File: config.mk
export PLATFORM = sky130hd
export DESIGN_NAME = edge_period_speed_meter_core
export DESIGN_NICKNAME = d
export VERILOG_FILES = /design/src/rtl/core/epsm_pkg.sv /design/src/rtl/core/edge_period_speed_meter_core.sv /design/src/rtl/core/epsm_div.sv
export SDC_FILE = /design/constraint.sdc
export NUM_CORES = 2
export LEC_CHECK = 0
export BUFFER_PORTS_ARGS = -buffer_cell sky130_fd_sc_hd__buf_4
export CAP_MARGIN = 25
export CORE_MARGIN = 2
export CORE_UTILIZATION = 57
export DETAILED_ROUTE_END_ITERATION = 8
export PLACE_DENSITY_LB_ADDON = 0.08
export SLEW_MARGIN = 30
export SYNTH_ARGS = -nofsm -noshare
export SYNTH_HDL_FRONTEND = slang
export SYNTH_HIERARCHICAL = 1
export SYNTH_SLANG_ARGS = --single-unit
File: constraint.sdc
create_clock -name i_clk -period 13.7 [get_ports i_clk]
set_input_delay 2.74 -clock i_clk [delete_from_list [all_inputs] [get_ports i_clk]]
set_output_delay 2.74 -clock i_clk [all_outputs]
set_load 0.02 [all_outputs]
File: src/rtl/core/epsm_pkg.sv
// Shared types, codes and constants of the edge period speed meter.
package epsm_pkg;

    // Edge level codes.
    localparam logic [1:0] LVL_FALL    = 2'd0;
    localparam logic [1:0] LVL_RISE    = 2'd1;
    localparam logic [1:0] LVL_TIMEOUT = 2'd2;

    // Configuration register indexes.
    localparam logic [1:0] REG_OLD_WEIGHT = 2'd0;
    localparam logic [1:0] REG_TICK_RATE  = 2'd1;
    localparam logic [1:0] REG_PULSES_REV = 2'd2;

    // Field widths.
    localparam int WEIGHT_W = 17;
    localparam int RATE_W   = 27;
    localparam int PPR_W    = 16;
    localparam int STAMP_W  = 32;
    localparam int FREQ_W   = 35;
    localparam int RPM_W    = 41;
    localparam int CFG_W    = 27;
    localparam int PROD_W   = WEIGHT_W + STAMP_W;

    // Reset values of the configuration registers.
    localparam logic [WEIGHT_W-1:0] ONE_Q16          = 17'd65536;
    localparam logic [WEIGHT_W-1:0] RST_OLD_WEIGHT   = 17'd6554;
    localparam logic [RATE_W-1:0]   RST_TICK_RATE    = 27'd1000000;
    localparam logic [PPR_W-1:0]    RST_PULSES_REV   = 16'd90;

    // Shared divider geometry: dividend up to 60 * rate * 256, divisor up to period * ppr.
    localparam int DVD_W = 41;
    localparam int DSR_W = 48;
    localparam int CNT_W = 6;

    typedef struct packed {
        logic             start;
        logic [DVD_W-1:0] dividend;
        logic [DSR_W-1:0] divisor;
    } t_div_req;

    typedef struct packed {
        logic             done;
        logic [DVD_W-1:0] quotient;
    } t_div_rsp;

endpackage

File: src/rtl/core/edge_period_speed_meter_core.sv
// Top level of the edge period speed meter: sequencer, shared multiplier and divider.
//
//  channel | direction | handshake                 | payload
//  --------+-----------+---------------------------+-----------------------------------------
//  edge in | in        | i_in_valid / o_in_stall   | i_edge_level, i_stamp
//  result  | out       | o_out_valid / i_out_stall | o_pulse, o_period_ticks, o_freq_q8, o_rpm_q8
//  config  | in        | i_cfg_wr_en               | i_cfg_idx, i_cfg_wr_data
//
// An item with a period runs through these steps from accept to result: the
// period is measured, then blended when a period is already held, then
// period * pulses_per_rev is formed, then two passes go through the shared
// restoring divider (a quotient step per dividend bit and a done strobe;
// frequency, then rpm), and at last the result register is loaded. A zero
// pulses_per_rev skips the rpm pass; a zero period skips both divisions.
// The next item can be accepted in the cycle after the result register is loaded.
// Synchronous active-low reset clears the state and the output valid flag and
// loads the configuration defaults. The input side stalls for the whole
// computation; the result register holds a finished item while the output
// side stalls, and a new item is accepted meanwhile.
module edge_period_speed_meter_core (
    input  logic                           i_clk,
    input  logic                           i_rst_n,

    input  logic                           i_in_valid,
    output logic                           o_in_stall,
    input  logic [1:0]                     i_edge_level,
    input  logic [epsm_pkg::STAMP_W-1:0]   i_stamp,

    output logic                           o_out_valid,
    input  logic                           i_out_stall,
    output logic                           o_pulse,
    output logic [epsm_pkg::STAMP_W-1:0]   o_period_ticks,
    output logic [epsm_pkg::FREQ_W-1:0]    o_freq_q8,
    output logic [epsm_pkg::RPM_W-1:0]     o_rpm_q8,

    input  logic                           i_cfg_wr_en,
    input  logic [1:0]                     i_cfg_idx,
    input  logic [epsm_pkg::CFG_W-1:0]     i_cfg_wr_data
);
    import epsm_pkg::*;

    typedef enum logic [2:0] {
        S_IDLE,
        S_UPD,
        S_BLEND,
        S_PREP,
        S_FDIV,
        S_RDIV,
        S_DONE
    } t_state;

    t_state r_state;

    // Configuration.
    logic [WEIGHT_W-1:0] r_weight;
    logic [RATE_W-1:0]   r_rate;
    logic [PPR_W-1:0]    r_ppr;

    // Measurement state.
    logic [STAMP_W-1:0]  r_last;
    logic [STAMP_W-1:0]  r_period;

    // Per-item working registers.
    logic [1:0]          r_level;
    logic [STAMP_W-1:0]  r_stamp;
    logic [STAMP_W-1:0]  r_d;
    logic [PROD_W-1:0]   r_acc;
    logic [DSR_W-1:0]    r_den;
    logic                r_pulse;
    logic [FREQ_W-1:0]   r_freq;
    logic [RPM_W-1:0]    r_rpm;

    // Output register.
    logic                r_out_valid;
    logic                r_out_pulse;
    logic [STAMP_W-1:0]  r_out_period;
    logic [FREQ_W-1:0]   r_out_freq;
    logic [RPM_W-1:0]    r_out_rpm;

    logic                in_acc;
    logic                out_free;
    logic [WEIGHT_W-1:0] mul_a;
    logic [STAMP_W-1:0]  mul_b;
    logic [PROD_W-1:0]   prod;
    logic [PROD_W-1:0]   blend_sum;
    logic [STAMP_W-1:0]  diff;
    logic [DVD_W-1:0]    freq_dvd;
    logic [DVD_W-1:0]    rpm_dvd;
    logic [WEIGHT_W-1:0] cfg_weight;
    t_div_req            div_req;
    t_div_rsp            div_rsp;

    assign in_acc     = i_in_valid && !o_in_stall;
    assign o_in_stall = (r_state != S_IDLE);
    assign out_free   = !r_out_valid || !i_out_stall;

    // Wrapping tick difference to the last rising edge.
    assign diff = r_stamp - r_last;

    // One 17x32 multiplier serves the old-weight term, the new-weight term
    // and period * pulses_per_rev, in that order.
    always_comb begin
        unique case (r_state)
            S_UPD: begin
                mul_a = r_weight;
                mul_b = r_period;
            end
            S_BLEND: begin
                mul_a = ONE_Q16 - r_weight;
                mul_b = r_d;
            end
            default: begin
                mul_a = {1'b0, r_ppr};
                mul_b = r_period;
            end
        endcase
    end

    assign prod      = {{STAMP_W{1'b0}}, mul_a} * {{WEIGHT_W{1'b0}}, mul_b};
    assign blend_sum = r_acc + prod;

    // rate * 256 and rate * 256 * 60, the latter as (x << 6) - (x << 2).
    assign freq_dvd = {6'b0, r_rate, 8'b0};
    assign rpm_dvd  = {r_rate, 14'b0} - {4'b0, r_rate, 10'b0};

    // Saturate the old weight at one.
    assign cfg_weight = (i_cfg_wr_data[WEIGHT_W-1:0] > ONE_Q16) ?
                        ONE_Q16 : i_cfg_wr_data[WEIGHT_W-1:0];

    // Launch the frequency division after the period settles, then the rpm
    // division once the frequency quotient is in.
    always_comb begin
        div_req.start    = 1'b0;
        div_req.dividend = freq_dvd;
        div_req.divisor  = {16'b0, r_period};
        if (r_state == S_PREP && r_period != '0) begin
            div_req.start = 1'b1;
        end else if (r_state == S_FDIV) begin
            div_req.dividend = rpm_dvd;
            div_req.divisor  = r_den;
            div_req.start    = div_rsp.done && (r_ppr != '0);
        end
    end

    epsm_div u_div (
        .i_clk   (i_clk),
        .i_rst_n (i_rst_n),
        .i_req   (div_req),
        .o_rsp   (div_rsp)
    );

    // Configuration writes.
    always_ff @(posedge i_clk) begin
        if (!i_rst_n) begin
            r_weight <= RST_OLD_WEIGHT;
            r_rate   <= RST_TICK_RATE;
            r_ppr    <= RST_PULSES_REV;
        end else if (i_cfg_wr_en) begin
            unique case (i_cfg_idx)
                REG_OLD_WEIGHT: r_weight <= cfg_weight;
                REG_TICK_RATE:  r_rate   <= i_cfg_wr_data[RATE_W-1:0];
                REG_PULSES_REV: r_ppr    <= i_cfg_wr_data[PPR_W-1:0];
                default: ;
            endcase
        end
    end

    // Sequencer, measurement state and output register.
    always_ff @(posedge i_clk) begin
        if (!i_rst_n) begin
            r_state     <= S_IDLE;
            r_last      <= '0;
            r_period    <= '0;
            r_out_valid <= 1'b0;
        end else begin
            // Drop the result once taken, unless a new one loads this cycle.
            if (r_out_valid && !i_out_stall && r_state != S_DONE) begin
                r_out_valid <= 1'b0;
            end
            unique case (r_state)
                S_IDLE: begin
                    if (in_acc) begin
                        r_level <= i_edge_level;
                        r_stamp <= i_stamp;
                        r_state <= S_UPD;
                    end
                end
                S_UPD: begin
                    r_freq <= '0;
                    r_rpm  <= '0;
                    // A stored stamp of zero means no rising edge yet.
                    if (r_level == LVL_RISE && r_last != '0 && r_period != '0) begin
                        r_acc   <= prod;
                        r_d     <= diff;
                        r_pulse <= 1'b1;
                        r_state <= S_BLEND;
                    end else begin
                        r_pulse <= 1'b0;
                        r_state <= S_PREP;
                        if (r_level == LVL_RISE && r_last != '0) begin
                            r_period <= diff;
                        end
                    end
                    if (r_level == LVL_RISE) begin
                        r_last <= r_stamp;
                    end
                end
                S_BLEND: begin
                    // Truncate the Q16 blend to whole ticks.
                    r_period <= blend_sum[STAMP_W+15:16];
                    r_state  <= S_PREP;
                end
                S_PREP: begin
                    r_den   <= prod[DSR_W-1:0];
                    r_state <= (r_period != '0) ? S_FDIV : S_DONE;
                end
                S_FDIV: begin
                    if (div_rsp.done) begin
                        r_freq  <= div_rsp.quotient[FREQ_W-1:0];
                        r_state <= (r_ppr != '0) ? S_RDIV : S_DONE;
                    end
                end
                S_RDIV: begin
                    if (div_rsp.done) begin
                        r_rpm   <= div_rsp.quotient;
                        r_state <= S_DONE;
                    end
                end
                S_DONE: begin
                    // Hold until the output register is free.
                    if (out_free) begin
                        r_out_valid  <= 1'b1;
                        r_out_pulse  <= r_pulse;
                        r_out_period <= r_period;
                        r_out_freq   <= r_freq;
                        r_out_rpm    <= r_rpm;
                        r_state      <= S_IDLE;
                    end
                end
                default: r_state <= S_IDLE;
            endcase
        end
    end

    assign o_out_valid    = r_out_valid;
    assign o_pulse        = r_out_pulse;
    assign o_period_ticks = r_out_period;
    assign o_freq_q8      = r_out_freq;
    assign o_rpm_q8       = r_out_rpm;

    a_weight_sat: assert property (@(posedge i_clk) disable iff (!i_rst_n)
        r_weight <= ONE_Q16)
        else $error("old weight above one");

    a_div_done_state: assert property (@(posedge i_clk) disable iff (!i_rst_n)
        div_rsp.done |-> (r_state == S_FDIV || r_state == S_RDIV))
        else $error("divider finished outside a division step");

    a_zero_period: assert property (@(posedge i_clk) disable iff (!i_rst_n)
        (o_out_valid && o_period_ticks == '0) |-> (o_freq_q8 == '0 && o_rpm_q8 == '0))
        else $error("speed reported without a period");

    a_accept_busy: assert property (@(posedge i_clk) disable iff (!i_rst_n)
        in_acc |=> (r_state == S_UPD))
        else $error("accepted item not taken into the sequencer");

endmodule

File: src/rtl/core/epsm_div.sv
// Restoring radix-2 divider, one quotient bit per cycle.
module epsm_div (
    input  logic               i_clk,
    input  logic               i_rst_n,
    input  epsm_pkg::t_div_req i_req,
    output epsm_pkg::t_div_rsp o_rsp
);
    import epsm_pkg::*;

    logic             r_busy;
    logic             r_done;
    logic [CNT_W-1:0] r_cnt;
    logic [DVD_W-1:0] r_qd;
    logic [DSR_W-1:0] r_rem;
    logic [DSR_W-1:0] r_dsr;

    logic [DSR_W:0]   rem_sh;
    logic [DSR_W+1:0] trial;
    logic             ge;

    // Shift in the next dividend bit, try a subtract.
    assign rem_sh = {r_rem, r_qd[DVD_W-1]};
    assign trial  = {1'b0, rem_sh} - {2'b00, r_dsr};
    assign ge     = ~trial[DSR_W+1];

    always_ff @(posedge i_clk) begin
        if (!i_rst_n) begin
            r_busy <= 1'b0;
            r_done <= 1'b0;
            r_cnt  <= '0;
        end else begin
            r_done <= 1'b0;
            if (i_req.start) begin
                r_busy <= 1'b1;
                r_cnt  <= CNT_W'(DVD_W - 1);
            end else if (r_busy) begin
                if (r_cnt == '0) begin
                    r_busy <= 1'b0;
                    r_done <= 1'b1;
                end else begin
                    r_cnt <= r_cnt - CNT_W'(1);
                end
            end
        end
    end

    always_ff @(posedge i_clk) begin
        if (i_req.start) begin
            r_qd  <= i_req.dividend;
            r_rem <= '0;
            r_dsr <= i_req.divisor;
        end else if (r_busy) begin
            r_rem <= ge ? trial[DSR_W-1:0] : rem_sh[DSR_W-1:0];
            r_qd  <= {r_qd[DVD_W-2:0], ge};
        end
    end

    assign o_rsp.done     = r_done;
    assign o_rsp.quotient = r_qd;

endmodule
==> results.toml <==
[clock_network]
clk_latency_ps = 620
htreeDepth = 3
clk_pin_slew_ps = 60
cts_max_path_buffers = 3
cts_setup_buffers = 0
cts.sinks = 621
hold_buffers = 0
cts_root_buf = "clkbuf_16"
cts_tree = "built"
cts_resized = 0
numCtsBuffers = 69

[worst_setup_path]
cpPeakStageDelay_ps = 750
reg2reg_from = "r_state[2]"
cp-end-kind = "register"
path_max_fanout = 49
crit_path_start = "r_state[2]"
slowest_stage = "or3b_4"
regToRegSetupSlack_ps = 2690
cpMostUsedCell = "fa_1"
worstPathRequired_ps = 14170
critPathBufInv = 6
crit_type = "reg2reg"
crit_path_start_kind = "register"
crit_arrival_ps = 11480
critical-path-top-delay-family = "adder cells"

[global_routing]
antenna_found_initial = 4
grt_pass1_vias = 36000
overflow = 0
grt_start_max_net_pins = 111
grt_pass1_wl_mm = 213.8
track_usage_pct = 32.21

[hold_path]
min_from = "r_rpm[39]"
hp-class = "reg2reg"

[yosys]
ys.flop_type = "edfxtp_1"
ys_types = 108
syn_area_um2 = 48360
synth_edf_count = 437
avgSynthCellArea_um2 = 9.539
ys_ff_latch = 621
syn_inst = 5070
ys_top_cells_by_area = "edfxtp_1 (27%), fa_1 (19%), dfxtp_1 (7.6%), nand2_1 (7.5%), ha_1 (7.0%)"
synth_top_area_share_pct = 27.13
synth_top_area_cell = "edfxtp_1"
async_flop_share_pct = 0
ys_seq_area_share_pct = 34.75
yosys_warnings = 6

[cells_and_area]
nets = 5965
drive_gt1_share_pct = 9.117
area_delta_synth_final_pct = 10.44
final.fill_count = 7046
utilization_pct = 63.72

[sta]
slew-limit-headroom_pct = 26.35
finalClockSkew_ps = 31.57
finalSetupViolCount = 0
fmax_mhz = 90.84
hold_viol = 0
slew_viol_final = 0
grt_setup_unrepaired = "no"
fin_crit_ps = 11010
tns_ps = 0
worst_pin_slew_ps = 1096
fin_crit_sh_pct = 80.35

[placement]
dpl.hpwl_mm = 104.6
portBuffers = 178
gp_congestion = 0.9383

[route]
wirelength_mm = 139.3
ant_nets = 0
dr.first_iter.drc_count = 3513
first_pass_iters = 6
wire_per_inst_um = 21.88
vias = 37010
drc_errors = 0
routed_via_density = 5.813

[floorplanning]
core_area_um2 = 83820
io_pins = 179
die-area_um2 = 87200
die_w_um = 295.3
die_h_um = 295.3
num_rows = 106
start_util_pct = 57.70

[outcome]
status = "finished, final reports clean"

[flow_run]
maxCapViolations = 0
-- stage by stage --
step,hold slack [ps],cell area (µm²),std cells,setup WS (ps)
2_1_floorplan,400.3,48390,5077,2350
3_3_place_gp,400.8,50890,6232,2979
3_5_place_dp,404.5,51030,6237,2919
4_1_cts,413.6,53380,6364,2876
5_1_grt,419.6,53410,6366,2191
6_report,411.4,53410,6367,2692
-- sequential cells by signal, summed over array words and instances (netlist names), 2 cells and up --
name	cells
r_ppr	16
r_state	3
r_freq	35
o_period_ticks	32
o_freq_q8	35
r_d	32
r_level	2
u_div/r_cnt	6
r_stamp	32
r_weight	17
r_period	32
r_last	32
r_acc	48
u_div/r_qd	41
r_rpm	41
u_div/r_rem	48
r_rate	27
o_rpm_q8	41
u_div/r_dsr	48
r_den	48
-- kinds of logic after synthesis --
logic type                 Yosys count  share of synthesized area [%]
adders and majority gates          721                          25.64
AOI/OAI and AO/OA                  862                          11.81
muxes                               78                          1.720
DFF                                621                          34.75
xor gates and xnor gates           171                          3.112
and+or+nand+nor                   1686                          15.56
other                                1                       0.007754
buffers and inverters              930                          7.396
-- synth_stat cells (all sizes together), types with 13 or more instances --
master and n:
a211oi 59, a21o 96, a21oi 272, a221o 17
a311oi 31, a31oi 21, and2 149, and3 26
buf 28, clkbuf 187, dfxtp 184, edfxtp 437
fa 450, ha 271, inv 715, mux2 41
mux2i 37, nand2 962, nand2b 31, nand3 46
nand4 32, nor2 269, nor2b 25, nor3 44
nor4 33, o211ai 24, o21a 28, o21ai 163
o21bai 28, o31ai 13, or3 19, xnor2 105
xor2 66
-- placed cells by master, fill, tap and decap left out, drive strengths merged, types with 24 or more instances in the layout --
cell type,netlist,final
o21ai,163,163
clkbuf,187,83
edfxtp,437,437
ha,271,271
xnor2,105,105
o211ai,24,24
xor2,66,66
nand4,32,32
a211oi,59,59
nor2,269,269
a311oi,31,31
nand2b,31,31
fa,450,450
and3,26,26
dfxtp,184,184
and2,149,149
nor2b,25,25
buf,28,243
inv,715,719
nand2,962,962
mux2,41,41
o21bai,28,28
nor4,33,33
a21oi,272,272
a21o,96,96
nand3,46,46
clkinv,0,28
nor3,44,44
o21a,28,28
mux2i,37,37
-- area by class of cell --
cell class                 instances  area (µm²)  area share (%)
multi-input combinational       3526       28210           52.81
sequential                       621       16810           31.47
inverter                         715        2688           5.032
timing repair buffer             243        1939           3.631
clock buffer                      83        1873           3.507
tap                             1134        1419           2.656
clock inverter                    44       475.5          0.8902
antenna                            1       2.502        0.004685
-- routing by layer --
| layer | global-route usage (%) | part of all wire, % | vias up |
|---|---|---|---|
| met3 | 5.338 | 8.6 | 227 |
| met4 | 10.04 | 3.3 | 0 |
| met5 | 0 | 0 | - |
| li1 | - | - | 17020 |
| met1 | 47.62 | 45 | 18190 |
| met2 | 48.65 | 44 | 1576 |
-- worst paths after layout --
check | endpoint | cells after the start
max | r_period[31] | 37
min | o_rpm_q8[39] | 0
max reg2reg | r_period[31] | 37
min reg2reg | o_rpm_q8[39] | 0
Power is left out: the tool's default activity adds up to more than one toggle a clock period on the data nets, which glitch-free logic cannot reach.
